`src/rtl/core/shrp_pkg.sv`:
```
package shrp_pkg;

  // port field widths
  localparam int STICK_W   = 16;
  localparam int HEADING_W = 32;
  localparam int OUT_W     = 15;

  // angle format
  localparam int ANGLE_FRAC_BITS = 6;
  localparam int FINE_BITS       = 16;
  localparam int DROP            = FINE_BITS - ANGLE_FRAC_BITS;
  localparam int UNIT_FULL       = 360 << ANGLE_FRAC_BITS;
  localparam int UNIT_HALF       = 180 << ANGLE_FRAC_BITS;
  localparam int UNIT_QTR        = 90 << ANGLE_FRAC_BITS;
  localparam int UNIT_3QTR       = 270 << ANGLE_FRAC_BITS;
  localparam int UNIT_W          = $clog2(UNIT_FULL);

  // cordic
  localparam int CORDIC_STAGES = 16;
  localparam int ATAN_LEN      = 24;
  localparam int ATAN_W        = 22;
  localparam int CORDIC_USED   = (CORDIC_STAGES < ATAN_LEN) ? CORDIC_STAGES : ATAN_LEN;
  localparam int AXIS_W        = STICK_W + 1;
  localparam int CR_W          = AXIS_W + FINE_BITS + 3;
  localparam int Z_W           = ATAN_W + 2;
  localparam int FINE_W        = Z_W + 2;

  // magnitude
  localparam int R2_W       = 2 * STICK_W;
  localparam int ROOT_W     = R2_W / 2;
  localparam int REM_W      = ROOT_W + 2;
  localparam int SQRT_STEPS = ROOT_W;
  localparam int SPEED_MAX  = 23171;

  localparam int BACK_DEPTH = (CORDIC_USED > SQRT_STEPS) ? CORDIC_USED : SQRT_STEPS;

  // queue between front and back
  localparam int QUEUE_DEPTH = 4;
  localparam int QPTR_W      = $clog2(QUEUE_DEPTH);
  localparam int QCNT_W      = $clog2(QUEUE_DEPTH + 1);

  // atan(2^-i) in degrees, scaled by 2^16
  localparam logic [ATAN_W-1:0] ATAN_DEG16 [ATAN_LEN] = '{
    22'd2949120, 22'd1740967, 22'd919879, 22'd466945, 22'd234379, 22'd117304,
    22'd58666,   22'd29335,   22'd14668,  22'd7334,   22'd3667,   22'd1833,
    22'd917,     22'd458,     22'd229,    22'd115,    22'd57,     22'd29,
    22'd14,      22'd7,       22'd4,      22'd2,      22'd1,      22'd0
  };

  typedef enum logic [2:0] {
    CLS_GENERAL,
    CLS_ZERO,
    CLS_NORTH,
    CLS_EAST,
    CLS_SOUTH,
    CLS_WEST
  } shrp_cls_t;

  // one classified sample waiting for the back end
  typedef struct packed {
    shrp_cls_t                 cls;
    logic                      south;
    logic signed [AXIS_W-1:0]  north_c;
    logic signed [AXIS_W-1:0]  east_c;
    logic [R2_W-1:0]           r2;
    logic [UNIT_W-1:0]         robot;
  } shrp_job_t;

  typedef struct packed {
    logic full;
    logic empty;
  } shrp_qstat_t;

endpackage

```
`src/rtl/core/shrp_queue.sv`:
```
module shrp_queue (
  input  logic                  clk,
  input  logic                  rst,
  input  logic                  push,
  input  shrp_pkg::shrp_job_t   push_job,
  input  logic                  pop,
  output shrp_pkg::shrp_job_t   head,
  output shrp_pkg::shrp_qstat_t qstat
);
  import shrp_pkg::*;

  shrp_job_t         mem [QUEUE_DEPTH];
  logic [QPTR_W-1:0] wr_ptr, rd_ptr;
  logic [QCNT_W-1:0] count;

  assign head        = mem[rd_ptr];
  assign qstat.full  = (count == QCNT_W'(QUEUE_DEPTH));
  assign qstat.empty = (count == '0);

  always_ff @(posedge clk) begin
    if (push) begin
      mem[wr_ptr] <= push_job;
    end
  end

  always_ff @(posedge clk) begin
    if (rst) begin
      wr_ptr <= '0;
      rd_ptr <= '0;
      count  <= '0;
    end else begin
      if (push) begin
        wr_ptr <= wr_ptr + 1'b1;
      end
      if (pop) begin
        rd_ptr <= rd_ptr + 1'b1;
      end
      if (push && !pop) begin
        count <= count + 1'b1;
      end else if (pop && !push) begin
        count <= count - 1'b1;
      end
    end
  end

endmodule

```
`config.mk`:
```
export PLATFORM = sky130hd
export DESIGN_NAME = shrp_queue
export DESIGN_NICKNAME = d
export VERILOG_FILES = /design/src/rtl/core/shrp_pkg.sv /design/src/rtl/core/shrp_queue.sv
export SDC_FILE = /design/constraint.sdc
export NUM_CORES = 1
export LEC_CHECK = 0
export ABC_CLOCK_PERIOD_IN_PS = 2800
export BUFFER_PORTS_ARGS = -buffer_cell sky130_fd_sc_hd__buf_4
export CAP_MARGIN = 20
export CORE_MARGIN = 3
export CORE_UTILIZATION = 35
export DETAILED_ROUTE_END_ITERATION = 7
export SLEW_MARGIN = 15
export SYNTH_ARGS = -nofsm -noshare
export SYNTH_HDL_FRONTEND = slang
export SYNTH_SLANG_ARGS = --single-unit
```
`constraint.sdc`:
```
create_clock -name clk -period 2.8 [get_ports clk]
set_input_delay 0.42 -clock clk [delete_from_list [all_inputs] [get_ports clk]]
set_output_delay 0.42 -clock clk [all_outputs]
set_load 0.1 [all_outputs]
```
==> run summary <==
max-slew violations - 0
number of top-level pins - 176
Core Footprint - 35,700 um^2
CTS Hold Bufs - 0
count of buffer and inverter cells on the critical path - 2
Yosys reg bits - 349
most common library cell in the layout ignoring fill and taps - sky130_fd_sc_hd__edfxtp_1
maximum fanout count along the critical path - 46
first-pass GRT wire length - 37,100 um
insertion delay to the later sink of the worst-skew pair - 0.52 ns
share of the clock period used by the worst path after layout - 0.909
largest delay contributor family on the critical path - multiplexers
die boundary width - 197 um
cell at the slowest stage of the critical path - sky130_fd_sc_hd__mux4_2
crit path setup slack, layout - 0.255 ns
cell taking the most area after synthesis - sky130_fd_sc_hd__edfxtp_1
largest net degree at the start of global routing - 47
critical path arrival - 2.13 ns
highest-count cells in the layout ignoring fill and taps - 340 x sky130_fd_sc_hd__edfxtp_1, 183 x sky130_fd_sc_hd__buf_4, 85 x sky130_fd_sc_hd__mux4_2
ranking of synthesized cells by area - sky130_fd_sc_hd__edfxtp_1 80%, sky130_fd_sc_hd__mux4_2 15%, sky130_fd_sc_hd__dfxtp_1 1.4%
result of the run - complete, no violations
chip height - 197 um
uppermost layer routed - met5
Post-Synthesis Cell Area - 12,700 um^2
number of endpoints with negative hold slack in the final report - 0
number of nets in the layout - 793
sum of net half-perimeters after detailed placement - 15,400 um
core occupancy in the finished layout - 0.445
met2 routed WL - 12,700 um
crit end category - primary output
CP peak stage delay - 0.59 ns
Routed WL per cell - 20.7 um
number of gates given a new drive strength after cts - 0
gr usage total - 0.127
average vias per placed instance - 4.78
I/O Buffers - 175
Avg Cell Area, Syn - 26.1 um^2
ordered cell list for the critical path - buf_12 -> mux4_2 -> buf_4
post-placement setup slack - 0.756 ns
Finish-stage setup viols - 0
clock skew - 0.0156 ns
die area - 38,700 um^2
number of vias after detailed routing - 5,676
Syn Inst Count - 488
relative slew slack - 0.666
vias in the first global route - 6,250
DRC marker count from the first detailed-route iteration - 240
CTS Root Buffer Type - sky130_fd_sc_hd__clkbuf_16
sink count of the clock tree - 349
layout cells sized above 1 - 0.461
Max Cap Viol - 0
number of levels the H-tree was split into - 2
kind of start point of the critical path - flop
number of antenna violations at the first check in global routing - 1
CTS tree - built
leakage power figure - 5.34 nW
power density cells - 846 nW/um^2
number of clock buffers inserted by TritonCTS - 37
Placer Congestion - 0.695
measured slew at the worst slew-check pin - 0.502 ns
Overall Power - 0.0134 W
final routed DRC violation total - 0
Post-Route WL - 24,600 um
VDD IR-drop max - 0.701 mV
fmax - 393 MHz
initial core utilization - 0.357
routed length on met1 - 10,000 um
register area share after synthesis - 0.815
remaining antenna violation count - 0
post-CTS setup buffer count - 0
class of the tightest hold or removal check - in2reg
overall overflow remaining after global route - 0
WP data required - 2.38 ns
RSZ-0062 raised after global routing - no
proportion of netlist area held by the largest area contributor - 0.801
kind of critical path - reg2out
Placement Rows - 69
clock-pin transition on the worst setup and hold timing paths - 0.06 ns
number of warnings issued by yosys - 0
largest buffer count on any clock path - 3
number of library cell types mapped by synthesis - 23
layout filler cell count - 3,037
met3 wire length - 1430 um
Layout Area Growth over Synthesis - 24.7%
min Tclk post-route - 2.55 ns
first-pass detailed-route iteration total - 4
setup_tns - 0 ns
number of nets produced by synthesis - 583
-- where the power goes --
part	internal, W	leakage, nW	switching [W]	total [W]
combinational	0.000668	1.55	0.00195	0.00261
clock	0.00289	0.589	0.00186	0.00475
sequential	0.00600	3.20	0.0000766	0.00608
-- area by class of cell --
type / count / area (um^2) / share of cell area
Clock buffer: 43 / 991 / 0.0624
Tap cell: 461 / 577 / 0.0363
Multi-Input combinational cell: 115 / 2160 / 0.136
Sequential cell: 349 / 10400 / 0.654
Inverter: 4 / 15.0 / 0.000945
Timing Repair Buffer: 191 / 1530 / 0.0965
Antenna cell: 1 / 2.50 / 0.000157
Clock inverter: 24 / 211 / 0.0133
-- stage by stage --
stage	instances	area, um^2	hold WS [ns]
after floorplan	488	12800	0.476
after global placement	1120	14700	0.487
after detailed placement	1120	14700	0.511
after CTS	1187	15900	0.0429
after global routing	1187	15900	0.0578
final	1188	15900	0.0888
-- cells in the mapped netlist, drive strengths merged --
master	n
mux2i	2
or3	1
and2	4
edfxtp	340
buf	19
fa	1
nor3b	1
nor3	1
mux4	85
inv	4
nor2	7
ha	5
o21ai	1
xor2	3
nand2	1
dfxtp	9
clkbuf	1
xnor2	2
a21oi	1
-- sequential cells by signal, summed over array words and instances (netlist names), named ones only --
register  cells
wr_ptr        2
rd_ptr        2
count         3
mem         340
-- logic make-up (layout without fill, tap and decap cells) --
logic type                 after synthesis  count (layout)  synth area share
AOI/OAI and AO/OA                        2               2          0.000784
adders and majority gates                6               6           0.00648
xor gates and xnor gates                 5               5           0.00344
and+or+nand+nor                         15              15           0.00579
buffers and inverters                   24             262            0.0168
muxes                                   87              87             0.152
DFF                                    349             349             0.815
other                                    0               1                 0
-- path summary, 6_finish.rpt --
kind / startpoint / slack [ns] / cells after the start / to
worst min register to register: count[2]$_SDFFE_PP0P_ / 0.52 / 2 / count[2]$_SDFFE_PP0P_
worst max register to register: wr_ptr[1]$_SDFFE_PP0P_ / 1.07 / 4 / mem[0][56]$_DFFE_PP_
worst min-delay path: push_job[68] / 0.09 / 1 / mem[3][68]$_DFFE_PP_
worst max-delay path: flop / 0.25 / 3 / head[28]
-- layer usage --
metal  vias up  track usage
met4         2       0.0414
met3        34       0.0362
met5         -            0
met2       142        0.218
met1      2981        0.158
li1       2517            -
(Power assumes the default switching activity.)
