**src/rtl/core/shrp_pkg.sv**
```systemverilog
package shrp_pkg;

  // port field widths
  localparam int STICK_W   = 16;
  localparam int HEADING_W = 32;
  localparam int OUT_W     = 15;

  // angle format
  localparam int ANGLE_FRAC_BITS = 6;
  localparam int FINE_BITS       = 16;
  localparam int DROP            = FINE_BITS - ANGLE_FRAC_BITS;
  localparam int UNIT_FULL       = 360 << ANGLE_FRAC_BITS;
  localparam int UNIT_HALF       = 180 << ANGLE_FRAC_BITS;
  localparam int UNIT_QTR        = 90 << ANGLE_FRAC_BITS;
  localparam int UNIT_3QTR       = 270 << ANGLE_FRAC_BITS;
  localparam int UNIT_W          = $clog2(UNIT_FULL);

  // cordic
  localparam int CORDIC_STAGES = 16;
  localparam int ATAN_LEN      = 24;
  localparam int ATAN_W        = 22;
  localparam int CORDIC_USED   = (CORDIC_STAGES < ATAN_LEN) ? CORDIC_STAGES : ATAN_LEN;
  localparam int AXIS_W        = STICK_W + 1;
  localparam int CR_W          = AXIS_W + FINE_BITS + 3;
  localparam int Z_W           = ATAN_W + 2;
  localparam int FINE_W        = Z_W + 2;

  // magnitude
  localparam int R2_W       = 2 * STICK_W;
  localparam int ROOT_W     = R2_W / 2;
  localparam int REM_W      = ROOT_W + 2;
  localparam int SQRT_STEPS = ROOT_W;
  localparam int SPEED_MAX  = 23171;

  localparam int BACK_DEPTH = (CORDIC_USED > SQRT_STEPS) ? CORDIC_USED : SQRT_STEPS;

  // queue between front and back
  localparam int QUEUE_DEPTH = 4;
  localparam int QPTR_W      = $clog2(QUEUE_DEPTH);
  localparam int QCNT_W      = $clog2(QUEUE_DEPTH + 1);

  // atan(2^-i) in degrees, scaled by 2^16
  localparam logic [ATAN_W-1:0] ATAN_DEG16 [ATAN_LEN] = '{
    22'd2949120, 22'd1740967, 22'd919879, 22'd466945, 22'd234379, 22'd117304,
    22'd58666,   22'd29335,   22'd14668,  22'd7334,   22'd3667,   22'd1833,
    22'd917,     22'd458,     22'd229,    22'd115,    22'd57,     22'd29,
    22'd14,      22'd7,       22'd4,      22'd2,      22'd1,      22'd0
  };

  typedef enum logic [2:0] {
    CLS_GENERAL,
    CLS_ZERO,
    CLS_NORTH,
    CLS_EAST,
    CLS_SOUTH,
    CLS_WEST
  } shrp_cls_t;

  // one classified sample waiting for the back end
  typedef struct packed {
    shrp_cls_t                 cls;
    logic                      south;
    logic signed [AXIS_W-1:0]  north_c;
    logic signed [AXIS_W-1:0]  east_c;
    logic [R2_W-1:0]           r2;
    logic [UNIT_W-1:0]         robot;
  } shrp_job_t;

  typedef struct packed {
    logic full;
    logic empty;
  } shrp_qstat_t;

endpackage

```
**src/rtl/core/shrp_in_if.sv**
```systemverilog
interface shrp_in_if;
  import shrp_pkg::*;

  logic                        valid;
  logic                        ready;
  logic signed [STICK_W-1:0]   stick_x;
  logic signed [STICK_W-1:0]   stick_y;
  logic signed [HEADING_W-1:0] heading;

  modport source (output valid, output stick_x, output stick_y, output heading, input ready);
  modport sink (input valid, input stick_x, input stick_y, input heading, output ready);
endinterface

```
**src/rtl/core/shrp_front.sv**
```systemverilog
module shrp_front (
  input  logic                clk,
  input  logic                rst,
  shrp_in_if.sink             sample,
  input  shrp_pkg::shrp_qstat_t qstat,
  output logic                push,
  output shrp_pkg::shrp_job_t push_job
);
  import shrp_pkg::*;

  // heading mod UNIT_FULL by reciprocal multiply, estimate low by at most one
  localparam int RECIP_SHIFT = HEADING_W + $clog2(UNIT_FULL) - 1;
  localparam int Q_W         = 2 * HEADING_W - RECIP_SHIFT;
  localparam logic [HEADING_W-1:0] RECIP = HEADING_W'((64'd1 << RECIP_SHIFT) / UNIT_FULL);
  localparam logic [UNIT_W-1:0] M_C = UNIT_W'(UNIT_FULL);
  // the heading is offset by half the 32-bit range to make it unsigned
  localparam logic [UNIT_W-1:0] OFF_C =
    UNIT_W'((64'd1 << (HEADING_W - 1)) % UNIT_FULL);
  localparam logic [UNIT_W-1:0] OFF_COMP_C = UNIT_W'(UNIT_FULL - ((64'd1 << (HEADING_W - 1)) % UNIT_FULL));

  logic       fen;
  logic [3:0] v;

  // stage 0: captured word
  logic signed [STICK_W-1:0] s0_x, s0_y;
  logic [HEADING_W-1:0]      s0_h;

  // stage 1: classified, products
  shrp_cls_t                s1_cls;
  logic                     s1_south;
  logic signed [AXIS_W-1:0] s1_north, s1_east;
  logic [R2_W-1:0]          s1_xx, s1_yy;
  logic [HEADING_W-1:0]     s1_u;
  logic [Q_W-1:0]           s1_q;

  // stage 2: sum of squares, raw remainder
  shrp_cls_t                s2_cls;
  logic                     s2_south;
  logic signed [AXIS_W-1:0] s2_north, s2_east;
  logic [R2_W-1:0]          s2_r2;
  logic [UNIT_W:0]          s2_r;

  // stage 3
  shrp_job_t s3_job;

  logic signed [AXIS_W-1:0]   xe, ye;
  logic signed [2*AXIS_W-1:0] xsq, ysq;
  logic [HEADING_W-1:0]       hu;
  logic [2*HEADING_W-1:0]     prod;
  logic [Q_W+UNIT_W-1:0]      qm;
  logic [UNIT_W-1:0]          r1;
  shrp_cls_t                  cls;

  assign fen = !(v[3] && qstat.full);
  assign sample.ready = fen;
  assign push = v[3] && fen;
  assign push_job = s3_job;

  assign xe   = $signed({s0_x[STICK_W-1], s0_x});
  assign ye   = -$signed({s0_y[STICK_W-1], s0_y});
  assign xsq  = xe * xe;
  assign ysq  = ye * ye;
  assign hu   = {~s0_h[HEADING_W-1], s0_h[HEADING_W-2:0]};
  assign prod = hu * RECIP;
  assign qm   = s1_q * M_C;
  assign r1   = (s2_r >= {1'b0, M_C}) ? UNIT_W'(s2_r - {1'b0, M_C}) : s2_r[UNIT_W-1:0];

  always_comb begin
    if (xe == '0 && ye == '0) begin
      cls = CLS_ZERO;
    end else if (xe == '0) begin
      cls = (ye > 0) ? CLS_NORTH : CLS_SOUTH;
    end else if (ye == '0) begin
      cls = (xe > 0) ? CLS_EAST : CLS_WEST;
    end else begin
      cls = CLS_GENERAL;
    end
  end

  always_ff @(posedge clk) begin
    if (rst) begin
      v <= '0;
    end else if (fen) begin
      v <= {v[2:0], sample.valid};
    end
  end

  always_ff @(posedge clk) begin
    if (fen) begin
      s0_x <= sample.stick_x;
      s0_y <= sample.stick_y;
      s0_h <= sample.heading;

      s1_cls   <= cls;
      s1_south <= ye[AXIS_W-1];
      s1_north <= ye[AXIS_W-1] ? -ye : ye;
      s1_east  <= ye[AXIS_W-1] ? -xe : xe;
      s1_xx    <= xsq[R2_W-1:0];
      s1_yy    <= ysq[R2_W-1:0];
      s1_u     <= hu;
      s1_q     <= prod[2*HEADING_W-1 -: Q_W];

      s2_cls   <= s1_cls;
      s2_south <= s1_south;
      s2_north <= s1_north;
      s2_east  <= s1_east;
      s2_r2    <= s1_xx + s1_yy;
      s2_r     <= (UNIT_W+1)'(s1_u - qm[HEADING_W-1:0]);

      s3_job.cls     <= s2_cls;
      s3_job.south   <= s2_south;
      s3_job.north_c <= s2_north;
      s3_job.east_c  <= s2_east;
      s3_job.r2      <= s2_r2;
      s3_job.robot   <= (r1 >= OFF_C) ? UNIT_W'(r1 - OFF_C) : UNIT_W'(r1 + OFF_COMP_C);
    end
  end

endmodule

```
**src/flat_wrapper.sv**
```systemverilog
// flat-port wrapper written by rule: the top's interface ports become plain ports
module shrp_front_flat import shrp_pkg::*;
  (clk, rst, qstat, push, push_job, sample_valid, sample_stick_x, sample_stick_y, sample_heading, sample_ready);
  shrp_in_if sample_i ();
  input  logic clk;
  input  logic rst;
  input  shrp_pkg::shrp_qstat_t qstat;
  output logic push;
  output shrp_pkg::shrp_job_t push_job;
  input wire logic [$bits(sample_i.valid)-1:0] sample_valid;
  input wire logic [$bits(sample_i.stick_x)-1:0] sample_stick_x;
  input wire logic [$bits(sample_i.stick_y)-1:0] sample_stick_y;
  input wire logic [$bits(sample_i.heading)-1:0] sample_heading;
  output wire logic [$bits(sample_i.ready)-1:0] sample_ready;
  assign sample_i.valid = sample_valid;
  assign sample_i.stick_x = sample_stick_x;
  assign sample_i.stick_y = sample_stick_y;
  assign sample_i.heading = sample_heading;
  assign sample_ready = sample_i.ready;
  shrp_front u_core (.clk(clk), .rst(rst), .sample(sample_i), .qstat(qstat), .push(push), .push_job(push_job));
endmodule
```
**config.mk**
```make
export PLATFORM = sky130hd
export DESIGN_NAME = shrp_front_flat
export DESIGN_NICKNAME = d
export VERILOG_FILES = /design/src/rtl/core/shrp_pkg.sv /design/src/rtl/core/shrp_in_if.sv /design/src/rtl/core/shrp_front.sv /design/src/flat_wrapper.sv
export SDC_FILE = /design/constraint.sdc
export NUM_CORES = 2
export LEC_CHECK = 0
export BUFFER_PORTS_ARGS = -buffer_cell sky130_fd_sc_hd__buf_4
export CAP_MARGIN = 20
export CELL_PAD_IN_SITES_DETAIL_PLACEMENT = 1
export CELL_PAD_IN_SITES_GLOBAL_PLACEMENT = 2
export CORE_MARGIN = 2
export CORE_UTILIZATION = 40
export DETAILED_ROUTE_END_ITERATION = 7
export PLACE_DENSITY_LB_ADDON = 0.1
export SYNTH_ARGS = -nofsm -noshare
export SYNTH_HDL_FRONTEND = slang
export SYNTH_SLANG_ARGS = --single-unit
```
**constraint.sdc**
```tcl
create_clock -name clk -period 17 [get_ports clk]
set_input_delay 3.4 -clock clk [delete_from_list [all_inputs] [get_ports clk]]
set_output_delay 3.4 -clock clk [all_outputs]
set_load 0.1 [all_outputs]
```
==> reports/summary.json <==
{
  "floorplanning": {
    "core_region_area_sq_um": 111000,
    "initial_core_utilization": 0.4042,
    "die_w_um": 338.9,
    "design.portCount": 156,
    "dieArea_sq_um": 114800,
    "die-height_um": 338.9,
    "num_rows": 122
  },
  "critical_path": {
    "critical_path.endpoint": "u_core.s1_yy[31]",
    "worst_setup_path_start_kind": "flop",
    "worst-endpoint-arrival_ns": 9.56,
    "worstSetupPathType": "flop to flop",
    "worst_r2r_startpoint": "u_core.s0_y[0]",
    "maximum_fanout_along_the_worst_path": 14,
    "worst-r2r-setup-slack_ns": 7.81,
    "timing.critical_path.from": "u_core.s0_y[0]",
    "timing.rr.end": "u_core.s1_yy[31]",
    "reg2reg_depth": 27,
    "critical_path_rt_ns": 17.37,
    "end_kind": "flop"
  },
  "drt": {
    "route.detailed.drc": 0,
    "wl_per_cell_um": 19.75,
    "viasPerCell": 4.727,
    "antenna_left": 0,
    "drt-total-wl_mm": 113.1,
    "via_count": 27070,
    "drt_iter0_markers": 910,
    "drt_first_pass_iters": 5
  },
  "clock_network": {
    "worst_skew_late_latency_ns": 0.63,
    "cts.clk_slew.worst_paths_ns": 0.06,
    "cts_setup_buffers": 0,
    "clockRootBuffer": "clkbuf_16",
    "tritoncts.num_buffers": 46,
    "clock_sink_count": 360,
    "cts_resized": 0,
    "cts.hold.buffers_added": 0,
    "clockBufferDepth": 3,
    "tritoncts": "yes",
    "htree_levels": 2
  },
  "timing": {
    "drv_slew": 0,
    "final_min_period_over_clock_period": 0.5406,
    "setup-tns-final_ns": 0,
    "grt_setup_unrepaired": "false",
    "finalCriticalPeriod_ns": 9.190,
    "hold_violations": 0,
    "transition_time_at_the_pin_with_the_least_slew_margin_ns": 1.033,
    "number_of_setup_violations_in_the_final_report": 0,
    "max_freq_mhz": 108.8,
    "skew_ns": 0.02290,
    "slew_headroom": 0.3113
  },
  "logic_synthesis": {
    "postSynthCellCount": 4030,
    "ys_ff_latch": 360,
    "syn-mean-instance-area_sq_um": 11.13,
    "syn_nets": 5434,
    "synth_cell_types": 70,
    "mappedNetlistArea_sq_um": 44850,
    "synth_enable_flop_cells": 356,
    "synth_ff_type": "edfxtp_1",
    "synth_warnings": 0,
    "yosysSeqAreaShare": 0.2401,
    "fraction_of_synthesis_flops_using_an_asynchronous_set_or_reset_pin": 0
  },
  "cells_and_area": {
    "fin_nets": 5605,
    "area_growth_syn_to_layout_pct": 10.34,
    "antennaDiodeCount": 0,
    "fill_cells": 12100,
    "multi_input_logic_area_sq_um": 29200,
    "fraction_of_final_layout_cells_sized_beyond_drive_strength_1": 0.06961,
    "ff_latch_area_sq_um": 10770,
    "finalInstanceArea_sq_um": 49490
  },
  "global_routing": {
    "grt_antenna_before_repair": 6,
    "first_global_vias": 31340,
    "grt_max_degree": 147,
    "grt_pass1_wl_mm": 179.8,
    "grt_usage": 0.2069,
    "grt_remaining_overflow": 0
  },
  "status": {
    "status": "complete, no violations"
  },
  "worst_hold_path": {
    "hold_path.class": "flop to flop"
  },
  "place": {
    "routabilityCongestion": 0.8568,
    "dpl-instance-area_sq_um": 47870,
    "io_buffers": 154,
    "hpwl_after_detailed_placement_mm": 94.76
  },
  "job": {
    "maxCapViolCount": 0
  }
}
per-layer routing:
metal | vias to the layer above | routed length, um | track usage
met3 | 132 | 3519 | 0.02877
met4 | 2 | 3837 | 0.06583
li1 | 12590 | - | -
met1 | 14050 | 45930 | 0.2489
met5 | - | 11 | 0
met2 | 292 | 59760 | 0.3798
how the worst min path moves through the flow:
| stage | depth (start not counted) | startpoint | slack (ns) | to |
|---|---|---|---|---|
| 3_3_place_gp | 0 | u_core.s1_u[1] | 0.40 | u_core.s2_r[1] |
| 5_1_grt | 0 | u_core.s1_east[10] | 0.41 | u_core.s2_east[10] |
| 4_1_cts | 0 | u_core.s1_east[10] | 0.40 | u_core.s2_east[10] |
| 3_5_place_dp | 0 | u_core.s2_north[4] | 0.41 | u_core.push_job[68] |
| 2_1_floorplan | 0 | u_core.s2_r2[0] | 0.40 | u_core.push_job[15] |
| 6_report | 0 | u_core.s1_cls[2] | 0.41 | u_core.s2_cls[2] |
sequential cells by signal, indices dropped and copies added, names as in the netlist, 4 cells and up:
name and cells:
u_core.s2_r2 32, u_core.s1_yy 31, u_core.v 4, u_core.s0_x 16, u_core.s0_h 32, u_core.s0_y 16, u_core.s2_east 17, u_core.s1_q 7
u_core.push_job 85, u_core.s2_north 17, u_core.s1_xx 31, u_core.s1_north 16, u_core.s1_u 16, u_core.s2_r 16, u_core.s1_east 16
critical path, stage by stage (launching register included):
cell and delay [ns]:
edfxtp_1 0.39, inv_1 0.53, ha_1 0.35, and2b_1 0.23
nand2_2 0.17, or4_1 0.45, xor2_1 0.76, buf_4 0.34
clkinv_1 0.24, nor2_1 0.30, fa_1 0.52, fa_1 0.50
fa_1 0.61, fa_1 0.47, fa_1 0.51, inv_1 0.05
fa_1 0.47, inv_1 0.04, ha_1 0.34, nand3_1 0.11
or2_2 0.19, nor2_1 0.06, nand3_1 0.08, nand2_1 0.15
o41ai_2 0.53, o211ai_1 0.18, a31oi_1 0.23, xnor2_1 0.09
cells in the mapped netlist (9+ instances only):
| cell | count | area share |
|---|---|---|
| a211oi_1 | 11 | 0.0018 |
| a21o_1 | 40 | 0.0067 |
| a21oi_1 | 91 | 0.010 |
| a31oi_1 | 10 | 0.0014 |
| and2_1 | 61 | 0.0085 |
| and3_1 | 12 | 0.0017 |
| clkbuf_1 | 45 | 0.0038 |
| edfxtp_1 | 356 | 0.24 |
| fa_1 | 834 | 0.37 |
| ha_1 | 501 | 0.14 |
| inv_1 | 1243 | 0.10 |
| inv_2 | 9 | 0.00075 |
| nand2_1 | 178 | 0.015 |
| nand2b_1 | 26 | 0.0036 |
| nand3_1 | 29 | 0.0032 |
| nor2_1 | 143 | 0.012 |
| nor2b_1 | 22 | 0.0031 |
| nor3_1 | 28 | 0.0031 |
| o21a_1 | 14 | 0.0023 |
| o21ai_0 | 51 | 0.0057 |
| o21bai_1 | 13 | 0.0022 |
| xnor2_1 | 134 | 0.026 |
| xor2_1 | 49 | 0.0096 |
cells in the final DEF, fill, tap and decap left out, types with 9 or more instances in the layout:
cell type	count
nand3_1	29
clkbuf_16	47
ha_1	501
inv_2	9
a31oi_1	10
nand2_1	177
nand2b_1	26
edfxtp_1	356
o21bai_1	13
fa_1	834
a211oi_1	11
clkinv_1	9
xor2_1	48
a21oi_1	91
and2_1	61
nor2_1	142
inv_1	1243
a21o_1	40
nor3_1	28
o21a_1	14
and3_1	12
o21ai_0	51
nor2b_1	22
buf_4	173
xnor2_1	131
cell type report:
class,count,area share
repair buffers,175,0.02675
clock buffers,54,0.02450
inverters,1258,0.09541
multi-input cells,2360,0.5900
flip-flops and latches,360,0.2176
clock inverters,31,0.008090
well taps,1488,0.03762
cells by family (layout without fill, tap and decap cells):
kind of cell,count (synthesis),in the layout,synth area share
and+or+nand+nor,546,546,0.05847
DFF,360,360,0.2401
adders and majority gates,1335,1335,0.5120
AOI/OAI and AO/OA,289,289,0.04098
buffers and inverters,1310,1518,0.1098
muxes,3,3,0.0006974
xor gates and xnor gates,187,187,0.03794
through the flow:
step           setup slack, ns  hold slack [ns]    util  cells
3_3_place_gp             7.853           0.4015  0.4314   5640
5_1_grt                  7.231           0.4137  0.4460   5726
4_1_cts                  7.778           0.4041  0.4459   5725
3_5_place_dp             7.860           0.4057  0.4314   5640
6_report                 7.810           0.4099  0.4460   5726
2_1_floorplan            2.066           0.4003       -   4030
Power is not shown: default switching activity piles up to over one toggle a cycle in this logic, so the estimate is an artifact.
